**config.mk**
```make
export PLATFORM = sky130hd
export DESIGN_NAME = nvt_sqrt
export DESIGN_NICKNAME = d
export VERILOG_FILES = /design/src/rtl/nvt_pkg.sv /design/src/rtl/nvt_sqrt.sv
export SDC_FILE = /design/constraint.sdc
export NUM_CORES = 2
export LEC_CHECK = 0
export ABC_AREA = 1
export ABC_CLOCK_PERIOD_IN_PS = 12300
export BUFFER_PORTS_ARGS = -buffer_cell sky130_fd_sc_hd__buf_2
export CORE_UTILIZATION = 35
export DETAILED_ROUTE_END_ITERATION = 8
export PLACE_DENSITY = 0.6
export REMOVE_ABC_BUFFERS = 1
export SYNTH_ARGS = -nofsm -noshare
export SYNTH_HDL_FRONTEND = slang
export SYNTH_SLANG_ARGS = --single-unit
```
**constraint.sdc**
```tcl
create_clock -name clk_i -period 12.3 [get_ports clk_i]
set_input_delay 1.23 -clock clk_i [delete_from_list [all_inputs] [get_ports clk_i]]
set_output_delay 1.23 -clock clk_i [all_outputs]
set_load 0.1 [all_outputs]
```
**src/rtl/nvt_pkg.sv**
```systemverilog
// ----------------------------------------------------------------------------
// nvt_pkg
// Shared widths, register codes, item types and step functions of the
// normal vector transform unit.
// ----------------------------------------------------------------------------
package nvt_pkg;

  localparam int unsigned CompW   = 16;
  localparam int unsigned RegW    = 48;
  localparam int unsigned RegIdxW = 2;

  localparam logic [RegIdxW-1:0] RegBasisFirst  = 2'd0;
  localparam logic [RegIdxW-1:0] RegBasisSecond = 2'd1;
  localparam logic [RegIdxW-1:0] RegBasisThird  = 2'd2;

  localparam logic [RegW-1:0] ResetBasisFirst  = 48'h0000_0000_1000;
  localparam logic [RegW-1:0] ResetBasisSecond = 48'h0000_1000_0000;
  localparam logic [RegW-1:0] ResetBasisThird  = 48'h1000_0000_0000;

  localparam int unsigned CofW  = 33;
  localparam int unsigned ProdW = 49;
  localparam int unsigned RW    = 50;
  localparam int unsigned MagW  = 48;
  localparam int unsigned NrmW  = 30;
  localparam int unsigned SqW   = 62;
  localparam int unsigned RootW = 31;
  localparam int unsigned RemW  = RootW + 2;
  localparam int unsigned FracW = 14;
  localparam int unsigned QW    = 15;
  localparam int unsigned NumW  = NrmW + FracW + 1;

  localparam int unsigned ChunkW = 8;
  localparam int unsigned Chunks = MagW / ChunkW;
  localparam int unsigned PosW   = 6;

  localparam int unsigned SqrtSteps  = RootW;
  localparam int unsigned SqrtStages = (SqrtSteps + 1) / 2;
  localparam int unsigned DivSteps   = QW;
  localparam int unsigned DivStages  = (DivSteps + 1) / 2;

  localparam logic [QW-1:0] QMax = QW'(1 << FracW);

  typedef struct packed {
    logic [2:0][MagW-1:0] mag;
    logic [2:0]           neg;
    logic                 zero;
  } wide_t;

  typedef struct packed {
    logic [2:0][NrmW-1:0] mag;
    logic [2:0]           neg;
    logic                 zero;
  } side_t;

  typedef struct packed {
    logic [2:0][CompW-1:0] unit;
    logic                  degenerate;
  } res_t;

  typedef struct packed {
    logic [RemW-1:0]  rem;
    logic [RootW-1:0] root;
  } sq_t;

  typedef struct packed {
    logic [RootW-1:0] rem;
    logic [QW-1:0]    q;
  } dv_t;

  function automatic logic signed [CofW-1:0] cof_term(
    logic signed [CompW-1:0] a, logic signed [CompW-1:0] b,
    logic signed [CompW-1:0] c, logic signed [CompW-1:0] d);
    logic signed [2*CompW-1:0] p;
    logic signed [2*CompW-1:0] q;
    p = a * b;
    q = c * d;
    return $signed({p[2*CompW-1], p}) - $signed({q[2*CompW-1], q});
  endfunction

  function automatic sq_t sqrt_step(sq_t a, logic [1:0] pair);
    logic [RemW+1:0] t;
    logic [RemW+1:0] trial;
    sq_t r;
    t     = {a.rem, pair};
    trial = {2'b00, a.root, 2'b01};
    if (t >= trial) begin
      r.rem  = RemW'(t - trial);
      r.root = {a.root[RootW-2:0], 1'b1};
    end else begin
      r.rem  = t[RemW-1:0];
      r.root = {a.root[RootW-2:0], 1'b0};
    end
    return r;
  endfunction

  function automatic dv_t div_step(dv_t a, logic [RootW-1:0] n, logic b);
    logic [RootW:0] t;
    dv_t r;
    t = {a.rem, b};
    if (t >= {1'b0, n}) begin
      r.rem = RootW'(t - {1'b0, n});
      r.q   = {a.q[QW-2:0], 1'b1};
    end else begin
      r.rem = t[RootW-1:0];
      r.q   = {a.q[QW-2:0], 1'b0};
    end
    return r;
  endfunction

endpackage

```
**src/rtl/nvt_sqrt.sv**
```systemverilog
// ----------------------------------------------------------------------------
// nvt_sqrt
// Pipelined integer square root, two result bits per stage and one in the last.
// ----------------------------------------------------------------------------
module nvt_sqrt (
  input  logic                        clk_i,
  input  logic                        rst_ni,
  input  logic                        adv_i,
  input  logic                        valid_i,
  input  nvt_pkg::side_t              side_i,
  input  logic [nvt_pkg::SqW-1:0]     s_i,
  output logic                        valid_o,
  output nvt_pkg::side_t              side_o,
  output logic [nvt_pkg::RootW-1:0]   root_o
);
  import nvt_pkg::*;

  sq_t            st_q[SqrtStages];
  logic [SqW-1:0] s_q[SqrtStages];
  side_t          side_q[SqrtStages];
  logic           v_q[SqrtStages];

  for (genvar k = 0; k < SqrtStages; k++) begin : g_st
    sq_t            a0, a1, a2;
    logic [SqW-1:0] s_in;
    side_t          side_in;
    logic           v_in;

    if (k == 0) begin : g_first
      assign a0      = '0;
      assign s_in    = s_i;
      assign side_in = side_i;
      assign v_in    = valid_i;
    end else begin : g_next
      assign a0      = st_q[k-1];
      assign s_in    = s_q[k-1];
      assign side_in = side_q[k-1];
      assign v_in    = v_q[k-1];
    end

    assign a1 = sqrt_step(a0, s_in[SqW-1-4*k -: 2]);

    if (2*k + 1 < SqrtSteps) begin : g_two
      assign a2 = sqrt_step(a1, s_in[SqW-3-4*k -: 2]);
    end else begin : g_one
      assign a2 = a1;
    end

    always_ff @(posedge clk_i) begin
      if (adv_i) begin
        st_q[k]   <= a2;
        s_q[k]    <= s_in;
        side_q[k] <= side_in;
      end
    end

    always_ff @(posedge clk_i or negedge rst_ni) begin
      if (!rst_ni) begin
        v_q[k] <= 1'b0;
      end else if (adv_i) begin
        v_q[k] <= v_in;
      end
    end
  end

  assign valid_o = v_q[SqrtStages-1];
  assign side_o  = side_q[SqrtStages-1];
  assign root_o  = st_q[SqrtStages-1].root;

endmodule

```
==> results_dict.tcl <==
set metrics [dict create \
    nNetsFinal 14420 \
    clk-insertion-delay-late_ps 930 \
    portBuffers 285 \
    placementRows 227 \
    clock_path_buffers 4 \
    grt_pass1_vias 87990 \
    vias 92030 \
    pwr-share-seq 0.383 \
    rsz0062_at_grt "false" \
    cts_tree "built" \
    endpoint_kind "flop" \
    p_comb_frac 0.332 \
    slew_headroom 0.2786 \
    fin_cells 19010 \
    coreArea_mm2 0.3823 \
    final_layout_size_suffix_gt1_frac 0.08273 \
    cts.clk_slew.worst_paths_ps 60 \
    synthCells 13230 \
    drt-wirelength-per-cell_um 18.37 \
    slew_viol_final 0 \
    period_needed_ps 6774 \
    start_util 0.3518 \
    p_leak_nw 60.70 \
    tns_ps 0 \
    p_int_w 0.02004 \
    crit_path_max_fanout 47 \
    setup_violations 0 \
    switchingPower_w 0.01164 \
    layout_common_cells "nand2_1 (3418), edfxtp_1 (2698), inv_1 (1582)" \
    p_sw_frac 0.3675 \
    yosysSeqAreaShare 0.6055 \
    cts_resized 0 \
    crit_arrival_ps 7440 \
    p_total_w 0.03168 \
    drtIter0Drc 7594 \
    die_area_mm2 0.3867 \
    htreeDepth 5 \
    r2r_slack_ps 5530 \
    die_h_um 621.9 \
    holdCritPathClass "input port to asynchronous set/reset pin" \
    worstMarginPinSlew_ps 1082 \
    track_usage 0.1755 \
    ys_warn_count 0 \
    cts_made_buffers 304 \
    finalHoldViolations 0 \
    totalWireLength_um 349200 \
    syn_area_mm2 0.1345 \
    cts-hold-fix-buffers 0 \
    status "complete, no violations" \
    first_pass_iters 9 \
    synth_edf_count 2698 \
    ios 286 \
    async_flop_share 0.005895 \
    fin_crit_sh 0.5507 \
    avgSynthCellArea_um2 10.16 \
    routed_via_density 4.840 \
    fmax_ghz 0.1476 \
    grt-ovfl-total 0 \
    cp.required_ps 12970 \
    fill_cells 37480 \
    finClkSkew_ps 59.94 \
    post_cts_buffers 0 \
    slowest_stage "inv_1" \
    clockPowerShare 0.284 \
    worstSetupPathType "flop to flop" \
    place_area_mm2 0.1417 \
    antenna_found_initial 13 \
    gp_congestion 0.9434 \
    p_per_area_mw_per_mm2 208.8 \
    hpwlAfterDp_um 268200 \
    syn_to_final_growth_pct 12.81 \
    vdd_drop_max_mv 0.1262 \
    synth.distinct_cells 79 \
    maxCapViolCount 0 \
    fp.dieW_um 621.9 \
    cpPeakStageDelay_ps 850 \
    grt_max_degree 187 \
    grt_first_pass_wirelength_um 528200 \
    final_cell_area_mm2 0.1517 \
    root_buffer "clkbuf_16" \
    final_common_cell "nand2_1" \
    drc_errors 0 \
    crit_path_start_kind "flop" \
    ys_ff_latch 2714 \
    placedCellCount 18470 \
    ys.flop_type "edfxtp_1" \
    cpMostUsedCell "nand2_1" \
    ant_nets 0 \
    clock-sinks 2714 \
]
[flip-flops by register name, indices dropped and copies added (netlist names)]
| signal | count |
|---|---|
| g_st.v_in | 15 |
| valid_o | 1 |
| side_q | 1504 |
| s_q | 450 |
| st_q | 744 |
[cells in the mapped netlist (15+ instances only)]
| cell type | count | share of area |
|---|---|---|
| nand2_1 | 3418 | 0.095 |
| edfxtp_1 | 2698 | 0.60 |
| inv_1 | 1582 | 0.044 |
| nor2_1 | 1225 | 0.034 |
| nand3_1 | 740 | 0.028 |
| o21ai_0 | 624 | 0.023 |
| a21oi_1 | 616 | 0.023 |
| ha_1 | 525 | 0.049 |
| xnor2_1 | 249 | 0.016 |
| xor2_1 | 244 | 0.016 |
| nand4_1 | 210 | 0.0098 |
| nor3_1 | 160 | 0.0060 |
| a21oi_2 | 85 | 0.0055 |
| nor2_2 | 63 | 0.0029 |
| o21bai_1 | 58 | 0.0032 |
| o21ai_1 | 52 | 0.0019 |
| clkbuf_1 | 42 | 0.0012 |
| inv_2 | 42 | 0.0012 |
| nor4_1 | 40 | 0.0019 |
| nand2_2 | 39 | 0.0018 |
| nand3b_1 | 37 | 0.0021 |
| o21a_1 | 37 | 0.0021 |
| or2_2 | 36 | 0.0017 |
| buf_6 | 33 | 0.0028 |
| buf_2 | 32 | 0.0012 |
| a31oi_1 | 29 | 0.0013 |
| nand3_2 | 29 | 0.0022 |
| a21o_1 | 23 | 0.0013 |
| buf_4 | 23 | 0.0013 |
| a21boi_0 | 20 | 0.0011 |
| and2_1 | 19 | 0.00088 |
| nand2_4 | 19 | 0.0016 |
| nor2_4 | 17 | 0.0014 |
| dfrtp_1 | 16 | 0.0030 |
| o211ai_1 | 15 | 0.00084 |
[cell type report]
type / count / area, um2 / share of cell area
antenna: 2 / 5.005 / 0.00003299
clock buffer: 364 / 7959 / 0.05246
clock inverter: 183 / 1993 / 0.01314
inverter: 1636 / 6153 / 0.04056
multi-input combinational: 8749 / 46000 / 0.3033
sequential: 2714 / 81420 / 0.5367
tap: 5038 / 6304 / 0.04155
timing repair buffer: 328 / 1864 / 0.01229
[path summary, 6_finish.rpt]
| kind | from | to | depth (start not counted) |
|---|---|---|---|
| max | st_q[1][130]$_DFFE_PP_ | st_q[1][246]$_DFFE_PP_ | 29 |
| min reg2reg | side_q[1][411]$_DFFE_PP_ | side_q[1][505]$_DFFE_PP_ | 0 |
| min | rst_ni | g_st[9].v_in$_DFFE_PN0P_ | 1 |
| max in group asynchronous | rst_ni | g_st[6].v_in$_DFFE_PN0P_ | 1 |
| min in group clk_i | side_q[1][411]$_DFFE_PP_ | side_q[1][505]$_DFFE_PP_ | 0 |
| max reg2reg | st_q[1][130]$_DFFE_PP_ | st_q[1][246]$_DFFE_PP_ | 29 |
[logic make-up (layout without fill, tap and decap cells)]
logic type,count (synthesis),after routing,synth area share
muxes,2,2,0.0001675
buffers and inverters,1772,2511,0.05251
xor gates and xnor gates,494,494,0.03223
AOI/OAI and AO/OA,1623,1623,0.06782
other,1,5,0.00002789
and+or+nand+nor,6102,6102,0.1929
DFF,2714,2714,0.6055
adders and majority gates,525,525,0.04885
[per-layer routing]
layer | share of wire | wire (um) | track usage
met1 | 0.45 | 158600 | 0.2398
met3 | 0.050 | 17580 | 0.02382
met5 | 0.000077 | 27 | 0
met4 | 0.030 | 10410 | 0.05092
met2 | 0.47 | 162600 | 0.2905
[through the flow]
stage | hold slack [ps] | worst slack [ps] | util
after floorplan | 400.3 | 7095 | -
after global placement | 400.0 | 5492 | 0.3708
after detailed placement | 404.5 | 5593 | 0.3708
after CTS | 134.9 | 5599 | 0.3968
after global routing | 187.7 | 4999 | 0.3968
final | 226.2 | 5526 | 0.3968
[power groups by stage]
stage               Sequential [W]  Combinational (W)  Clock, W
finish                      0.0121             0.0105   0.00901
global route                0.0122             0.0117   0.00969
CTS                         0.0122             0.0104   0.00935
detailed placement          0.0123             0.0104         0
global placement            0.0123             0.0104         0
floorplan                   0.0121            0.00716         0
[critical path: cells and delay by family (launching register included)]
family | cells | cell delay (ps)
buffers and inverters | 7 | 1690
and+or+nand+nor | 17 | 2040
AOI/OAI and AO/OA | 3 | 1320
DFF | 1 | 630
adders and majority gates | 2 | 820
Note: power is estimated with default switching activity, not from simulation.
