==> src/rtl/nvt_pkg.sv <==
// ----------------------------------------------------------------------------
// nvt_pkg
// Shared widths, register codes, item types and step functions of the
// normal vector transform unit.
// ----------------------------------------------------------------------------
package nvt_pkg;

  localparam int unsigned CompW   = 16;
  localparam int unsigned RegW    = 48;
  localparam int unsigned RegIdxW = 2;

  localparam logic [RegIdxW-1:0] RegBasisFirst  = 2'd0;
  localparam logic [RegIdxW-1:0] RegBasisSecond = 2'd1;
  localparam logic [RegIdxW-1:0] RegBasisThird  = 2'd2;

  localparam logic [RegW-1:0] ResetBasisFirst  = 48'h0000_0000_1000;
  localparam logic [RegW-1:0] ResetBasisSecond = 48'h0000_1000_0000;
  localparam logic [RegW-1:0] ResetBasisThird  = 48'h1000_0000_0000;

  localparam int unsigned CofW  = 33;
  localparam int unsigned ProdW = 49;
  localparam int unsigned RW    = 50;
  localparam int unsigned MagW  = 48;
  localparam int unsigned NrmW  = 30;
  localparam int unsigned SqW   = 62;
  localparam int unsigned RootW = 31;
  localparam int unsigned RemW  = RootW + 2;
  localparam int unsigned FracW = 14;
  localparam int unsigned QW    = 15;
  localparam int unsigned NumW  = NrmW + FracW + 1;

  localparam int unsigned ChunkW = 8;
  localparam int unsigned Chunks = MagW / ChunkW;
  localparam int unsigned PosW   = 6;

  localparam int unsigned SqrtSteps  = RootW;
  localparam int unsigned SqrtStages = (SqrtSteps + 1) / 2;
  localparam int unsigned DivSteps   = QW;
  localparam int unsigned DivStages  = (DivSteps + 1) / 2;

  localparam logic [QW-1:0] QMax = QW'(1 << FracW);

  typedef struct packed {
    logic [2:0][MagW-1:0] mag;
    logic [2:0]           neg;
    logic                 zero;
  } wide_t;

  typedef struct packed {
    logic [2:0][NrmW-1:0] mag;
    logic [2:0]           neg;
    logic                 zero;
  } side_t;

  typedef struct packed {
    logic [2:0][CompW-1:0] unit;
    logic                  degenerate;
  } res_t;

  typedef struct packed {
    logic [RemW-1:0]  rem;
    logic [RootW-1:0] root;
  } sq_t;

  typedef struct packed {
    logic [RootW-1:0] rem;
    logic [QW-1:0]    q;
  } dv_t;

  function automatic logic signed [CofW-1:0] cof_term(
    logic signed [CompW-1:0] a, logic signed [CompW-1:0] b,
    logic signed [CompW-1:0] c, logic signed [CompW-1:0] d);
    logic signed [2*CompW-1:0] p;
    logic signed [2*CompW-1:0] q;
    p = a * b;
    q = c * d;
    return $signed({p[2*CompW-1], p}) - $signed({q[2*CompW-1], q});
  endfunction

  function automatic sq_t sqrt_step(sq_t a, logic [1:0] pair);
    logic [RemW+1:0] t;
    logic [RemW+1:0] trial;
    sq_t r;
    t     = {a.rem, pair};
    trial = {2'b00, a.root, 2'b01};
    if (t >= trial) begin
      r.rem  = RemW'(t - trial);
      r.root = {a.root[RootW-2:0], 1'b1};
    end else begin
      r.rem  = t[RemW-1:0];
      r.root = {a.root[RootW-2:0], 1'b0};
    end
    return r;
  endfunction

  function automatic dv_t div_step(dv_t a, logic [RootW-1:0] n, logic b);
    logic [RootW:0] t;
    dv_t r;
    t = {a.rem, b};
    if (t >= {1'b0, n}) begin
      r.rem = RootW'(t - {1'b0, n});
      r.q   = {a.q[QW-2:0], 1'b1};
    end else begin
      r.rem = t[RootW-1:0];
      r.q   = {a.q[QW-2:0], 1'b0};
    end
    return r;
  endfunction

endpackage

==> src/rtl/nvt_skid.sv <==
// ----------------------------------------------------------------------------
// nvt_skid
// Output register with a skid entry; the pipeline advances while the skid
// entry is empty.
// ----------------------------------------------------------------------------
module nvt_skid (
  input  logic            clk_i,
  input  logic            rst_ni,
  input  logic            valid_i,
  input  nvt_pkg::res_t   res_i,
  output logic            adv_o,
  output logic            valid_o,
  output nvt_pkg::res_t   res_o,
  input  logic            stall_i
);
  import nvt_pkg::*;

  logic  out_v_d, out_v_q, skid_v_d, skid_v_q, push;
  res_t  out_d, out_q, skid_d, skid_q;

  assign adv_o = !skid_v_q;
  assign push  = adv_o && valid_i;

  always_comb begin
    out_v_d  = out_v_q;
    out_d    = out_q;
    skid_v_d = skid_v_q;
    skid_d   = skid_q;
    if (out_v_q && stall_i) begin
      if (push) begin
        skid_v_d = 1'b1;
        skid_d   = res_i;
      end
    end else if (skid_v_q) begin
      out_v_d  = 1'b1;
      out_d    = skid_q;
      skid_v_d = 1'b0;
    end else begin
      out_v_d = push;
      out_d   = res_i;
    end
  end

  always_ff @(posedge clk_i) begin
    out_q  <= out_d;
    skid_q <= skid_d;
  end

  always_ff @(posedge clk_i or negedge rst_ni) begin
    if (!rst_ni) begin
      out_v_q  <= 1'b0;
      skid_v_q <= 1'b0;
    end else begin
      out_v_q  <= out_v_d;
      skid_v_q <= skid_v_d;
    end
  end

  assign valid_o = out_v_q;
  assign res_o   = out_q;

endmodule

==> config.mk <==
export PLATFORM = sky130hd
export DESIGN_NAME = nvt_skid
export DESIGN_NICKNAME = d
export VERILOG_FILES = /design/src/rtl/nvt_pkg.sv /design/src/rtl/nvt_skid.sv
export SDC_FILE = /design/constraint.sdc
export NUM_CORES = 1
export LEC_CHECK = 0
export ABC_AREA = 1
export BUFFER_PORTS_ARGS = -buffer_cell sky130_fd_sc_hd__clkbuf_2
export CORE_MARGIN = 2
export CORE_UTILIZATION = 45
export CTS_CLUSTER_DIAMETER = 50
export CTS_CLUSTER_SIZE = 16
export DETAILED_ROUTE_END_ITERATION = 16
export PLACE_DENSITY = 0.71
export SETUP_SLACK_MARGIN = 0.05
export SLEW_MARGIN = 30
export SYNTH_ARGS = -nofsm -noshare
export SYNTH_HDL_FRONTEND = slang
export SYNTH_SLANG_ARGS = --single-unit
==> constraint.sdc <==
create_clock -name clk_i -period 5.6 [get_ports clk_i]
set_input_delay 0.84 -clock clk_i [delete_from_list [all_inputs] [get_ports clk_i]]
set_output_delay 0.84 -clock clk_i [all_outputs]
set_load 0.005 [all_outputs]
==> results.cfg, run 1 <==
[synthesis]
async_reset_ff_share_pct = 2.000
synth_edf_count = 98
yosysMostFrequentCell = nand2_1
seq_area_frac_synth_pct = 81.17
synthTopCellsByCount = nand2_1 (150), edfxtp_1 (98), buf_6 (7)
yosysWarnings = 0
synth_top_area_cell = edfxtp_1
avgSynthCellArea_sq_um = 13.91
synthTopCellsByArea = edfxtp_1 (80%), nand2_1 (15%), buf_6 (2.1%), dfrtp_1 (1.4%), buf_4 (0.81%)
synth_top_area_share_pct = 79.81
syn_area_sq_um = 3687
synthesis.nets = 318
yosysUniqueCellTypes = 8
synth_seq_cells = 100
synth_cells = 265
synth-main-ff-cell = edfxtp_1

[floorplanning]
start_util_pct = 45.56
die_y_microns = 94.52
die_w_microns = 94.52
floorplan.core_area_sq_um = 8093
fp-row-count = 33
dieArea_sq_um = 8934
io_pins = 104

[layout]
multi_input_area_sq_um = 586.8
fin_area_sq_um = 4418
n_fill_cell = 715
syn_to_final_growth_pct = 19.82
drive_above_1_share_pct = 33.33
diodes = 0
seq_area_sq_um = 2994
layout.nets = 423

[route]
viasPerCell = 4.475
dr.pass1.iters = 4
routedWlPerCell_microns = 12.72
via_count = 2148
wl_microns = 6106
postRouteAntennaNets = 0
first_iter_violations = 126
post-route-drc-count = 0

[placed_design]
port_buffers = 103
post-dp-hpwl_microns = 4127
place_area_sq_um = 4252
globalplace.congestion = 0.6660

[clock_network]
cts_resized = 0
cts.path.max_buffers = 2
cts_root_buffer = clkbuf_8
cts_tree = yes
h-tree-depth = 3
cts_setup_buffers = 0
cts.sinks = 100
cts_buffers = 9
hold_buffers = 0
clock_latency_ns = 0.34
path_clk_slew_ns = 0.09

[global_route]
top_usage_layer = met2
grt_max_degree = 53
met1_usage_pct = 19.21
overflow = 0
grt_use_total_pct = 14.32
grtUsageMet3_pct = 3.192
grt_pass1_vias = 2033
grt_pass1_wl_microns = 9591
antenna_found_initial = 0
met2_usage_pct = 23.10

[power_and_ir_drop]
powerDensity_nw_per_um2 = 323.8
power.leakage_uw = 0.001932
ir_worst_vdd_mv = 0.1480
p_sw_share_pct = 22.85
power_uw = 1430
p_int_uw = 1104
power.sequential.fraction_pct = 63.8
netSwitchingPower_uw = 326.8
p_clk_share_pct = 27.3
combPwrFrac_pct = 9.0

[worst_hold_path]
hp-class = in2async

[run]
maxCapViolCount = 0

[setup_path]
worst_setup_path_start_kind = register
arrival_ns = 1.86
crit_fanout = 51
critPathKind = reg2out
cp-end-kind = primary output
worstPathRequired_ns = 4.76

[sta]
rsz0062_at_grt = no
worst_pin_slew_ns = 0.8880
min_period_over_period_pct = 48.16
fmax_ghz = 0.3708
finalHoldViolations = 0
layout_min_cycle_time_ns = 2.697
fin_worst_skew_ns = 0.01232
tns_ns = 0
relSlewSlack_pct = 40.80
slew_violations = 0
setup_viol = 0

[run_status]
status = finished, final reports clean
stage by stage:
stage | cells | hold slack [ns] | util (%) | setup WS [ns]
after global placement | 464 | 0.4975 | 52.54 | 2.909
final | 480 | 0.2759 | 54.59 | 2.903
after detailed placement | 464 | 0.5036 | 52.54 | 2.854
after floorplan | 265 | 0.4905 | - | 0.9670
after global routing | 480 | 0.2552 | 54.59 | 2.684
after CTS | 480 | 0.2615 | 54.59 | 2.862
area by class of cell:
cell class / count / area share, %
inverter: 1 / 0.1982
multi-input combinational: 153 / 13.28
tap: 105 / 2.974
clock buffer: 10 / 2.889
timing repair buffer: 105 / 12.01
sequential: 100 / 67.77
clock inverter: 6 / 0.8779
flip-flops by register name, summed over array words and instances, names as in the netlist:
name and flops:
res_o 49, skid_q 49, skid_v_q 1, valid_o 1
per-layer routing:
layer,up-vias,share of wire [%]
met2,67,49
met4,0,0.84
met3,4,5.9
met5,-,0
met1,974,45
li1,1103,-
power by group through the flow:
stage | logic, uW | clock network, uW | registers [uW]
5_1_grt | 148 | 433 | 918
3_5_place_dp | 131 | 0 | 929
2_1_floorplan | 65.9 | 0 | 926
4_1_cts | 131 | 401 | 913
3_3_place_gp | 128 | 0 | 928
6_report | 128 | 390 | 912
worst paths after layout:
kind                             from         end  slack, ns  cells after the start
min reg2reg                skid_q[20]   res_o[20]       0.52                      2
max reg2reg                  skid_v_q  skid_q[17]       2.92                      4
max in group asynchronous      rst_ni    skid_v_q       5.20                      1
min in group clk_i         skid_q[20]   res_o[20]       0.52                      2
max                          skid_v_q       adv_o       2.90                      2
min                            rst_ni     valid_o       0.28                      1
cell families after synthesis:
kind of cell / Yosys count / share of synthesized area (%)
and+or+nand+nor: 153 / 15.64
DFF: 100 / 81.17
buffers and inverters: 12 / 3.190
worst max-delay path, cell delays in order (launching register included):
cell and delay [ns]:
dfrtp_2 0.96, inv_6 0.32, clkbuf_2 0.21
layout by cell type (no fill, tap or decap):
master,count
dfrtp_2,1
clkbuf_8,9
nor2_4,1
clkinv_2,3
nand2_2,1
clkbuf_1,1
dfrtp_1,1
inv_6,2
clkbuf_2,103
clkinvlp_4,2
nand2_1,149
nor2_1,1
buf_4,2
edfxtp_1,98
nor2_2,1
(Power assumes the default switching activity.)
==> inputs of run 2 (changes only) <==
- ABC_AREA: 1 -> 0
- PLACE_DENSITY: 0.71 -> 0.73
- clock period: 5.6 -> 2.4 ns (I/O delays scaled with it)
==> run 2 against run 1 <==
Net effect:
- utilization rose by 2.0 points
- hold slack got worse by 0.081 ns
- wire length fell by 0.93%
- total power rose by 150%
- first-iteration DRC count fell by 52%
- sequential power rose by 130%
- sequential share of layout area fell by 3.6 points
- non-clock buffer count rose by 4
- clock skew fell by 0.0042 ns
- highest routed layer unchanged
==> results.cfg, run 2 <==
[run_status]
status = finished, final reports clean

[synthesis]
avgSynthCellArea_sq_um = 24.10
synthesis.nets = 213
synthTopCellsByCount = edfxtp_1 (98), mux2_4 (46), buf_12 (4)
yosysWarnings = 0
synth_top_area_cell = edfxtp_1
yosysUniqueCellTypes = 11
synth_edf_count = 98
async_reset_ff_share_pct = 2.000
synth_cells = 160
yosysMostFrequentCell = edfxtp_1
synthTopCellsByArea = edfxtp_1 (76%), mux2_4 (18%), buf_12 (2.1%), dfrtp_1 (1.3%), mux2_2 (0.88%)
syn_area_sq_um = 3856
synth_top_area_share_pct = 76.31
synth-main-ff-cell = edfxtp_1
synth_seq_cells = 100
seq_area_frac_synth_pct = 77.61

[layout]
syn_to_final_growth_pct = 21.19
final_common_cell = clkbuf_2
fin_area_sq_um = 4673
diodes = 0
drive_above_1_share_pct = 62.23
layout.nets = 327
layout_common_cells = clkbuf_2 (103), edfxtp_1 (98), mux2_4 (46)

[floorplanning]
fp-row-count = 33
io_pins = 104
floorplan.core_area_sq_um = 8258
die_y_microns = 96.57
dieArea_sq_um = 9326
start_util_pct = 46.70
die_w_microns = 96.57

[global_route]
overflow = 0
grt_use_total_pct = 13.28
grt_max_degree = 30
antenna_found_initial = 0
grt_pass1_wl_microns = 8673
grt_pass1_vias = 1671

[route]
wl_met1_microns = 2724
postRouteAntennaNets = 0
topRoutingLayerUsed = met4
viasPerCell = 4.715
first_iter_violations = 60
via_count = 1806
routedWlPerCell_microns = 15.79
wl_microns = 6049
dr_wl_met3_microns = 376
wl_met2_microns = 2836
post-route-drc-count = 0
dr.pass1.iters = 4

[clock_network]
cts_setup_buffers = 0
cts_tree = yes
path_clk_slew_ns = 0.09
h-tree-depth = 3
cts_root_buffer = clkbuf_8
cts.sinks = 100
clock_latency_ns = 0.35
cts.path.max_buffers = 2
cts_buffers = 9

[setup_path]
crit_path_max_incr_delay_ns = 0.72
regToRegSetupSlack_ns = 0.71
worstPathRequired_ns = 2.04
reg2reg_to = skid_q[11]
rr_worst_depth = 2
crit_slowest_cell = dfrtp_4
arrival_ns = 1.55
critPathKind = reg2out
crit_family = flip-flops
crit_fanout = 29
critical_path_buf_inv_count = 3
r2r-start = skid_v_q
cp-end-kind = primary output
worst_setup_path_start_kind = register
crit_chain = buf_12, inv_1, clkbuf_2

[placed_design]
port_buffers = 103
place_area_sq_um = 4458
globalplace.congestion = 0.7257
post-dp-hpwl_microns = 4299

[worst_hold_path]
hp-class = in2reg
hp-start = res_i[34]
whs_path_depth = 1
min_to = skid_q[34]

[sta]
worst_pin_slew_ns = 0.5640
tns_ns = 0
relSlewSlack_pct = 62.27
setup_viol = 0
fin_worst_skew_ns = 0.008162
layout_min_cycle_time_ns = 1.915
slew_violations = 0
finalHoldViolations = 0
fmax_ghz = 0.5222
min_period_over_period_pct = 79.79
rsz0062_at_grt = no

[power_and_ir_drop]
ir_worst_vdd_mv = 0.2957
powerDensity_nw_per_um2 = 764.0
power.leakage_uw = 0.001905

[run]
maxCapViolCount = 0
run 2: cell count changes after synthesis, sizes merged:
| cell | previous run | this run |
|---|---|---|
| nor2 | 3 | 0 |
| mux2 | 0 | 49 |
| nand2 | 150 | 1 |
| a211o | 0 | 1 |
| and4b | 0 | 1 |
| buf | 11 | 6 |
| o211a | 0 | 1 |
run 2: worst max path at each step:
stage                        start    endpoint  slack, ns  cells after the start
after CTS                 skid_v_q       adv_o       0.44                      3
after global placement    skid_v_q  skid_q[24]       0.72                      2
after floorplan           skid_v_q   skid_q[0]       0.51                      3
after detailed placement  skid_v_q  skid_q[21]       0.70                      2
after global routing      skid_v_q       adv_o       0.38                      3
final                     skid_v_q       adv_o       0.49                      3
run 2: per-stage QoR:
step	util, %	setup slack [ns]	hold slack (ns)	std cells	total power (uW)
after global placement	53.98	0.7185	0.1501	367	2503
after floorplan	-	0.5127	0.06441	160	2356
after detailed placement	53.98	0.6998	0.1532	367	2515
after CTS	56.59	0.4407	0.1751	383	3610
final	56.59	0.4850	0.1953	383	3570
after global routing	56.59	0.3759	0.1687	383	3725
run 2: area by class of cell:
type | count | area (sq um)
multi-input cells | 53 | 760.7
fillers | 641 | 3585
clock inverters | 5 | 77.57
clock buffers | 10 | 127.6
well taps | 105 | 131.4
inverters | 1 | 3.754
flip-flops and latches | 100 | 2997
repair buffers | 109 | 575.6
run 2: cell families after synthesis:
group / count (synthesis) / share of synthesized area [%]
flip-flops: 100 / 77.61
multiplexers: 49 / 18.79
buffers and inverters: 7 / 2.758
AO/OA/AOI/OAI: 2 / 0.4867
AND/OR/NAND/NOR: 2 / 0.3568
run 2: repair_timing:
action                                 CTS  global route
hold buffers                             1             0
setup endpoints to repair                0             0
endpoints found under the hold margin    2             0
resized for setup                        0             0
run 2: metal layers:
metal | vias to the layer above | track usage, %
li1 | 857 | -
met4 | 0 | 7.042
met3 | 10 | 3.724
met5 | - | 0
met2 | 67 | 19.79
met1 | 872 | 17.79
run 2: where the power goes:
group	switching, uW	total [uW]	internal [uW]	leakage [uW]
clock	525	1100	579	0.000104
combinational	149	354	205	0.000839
sequential	48.5	2110	2060	0.000963
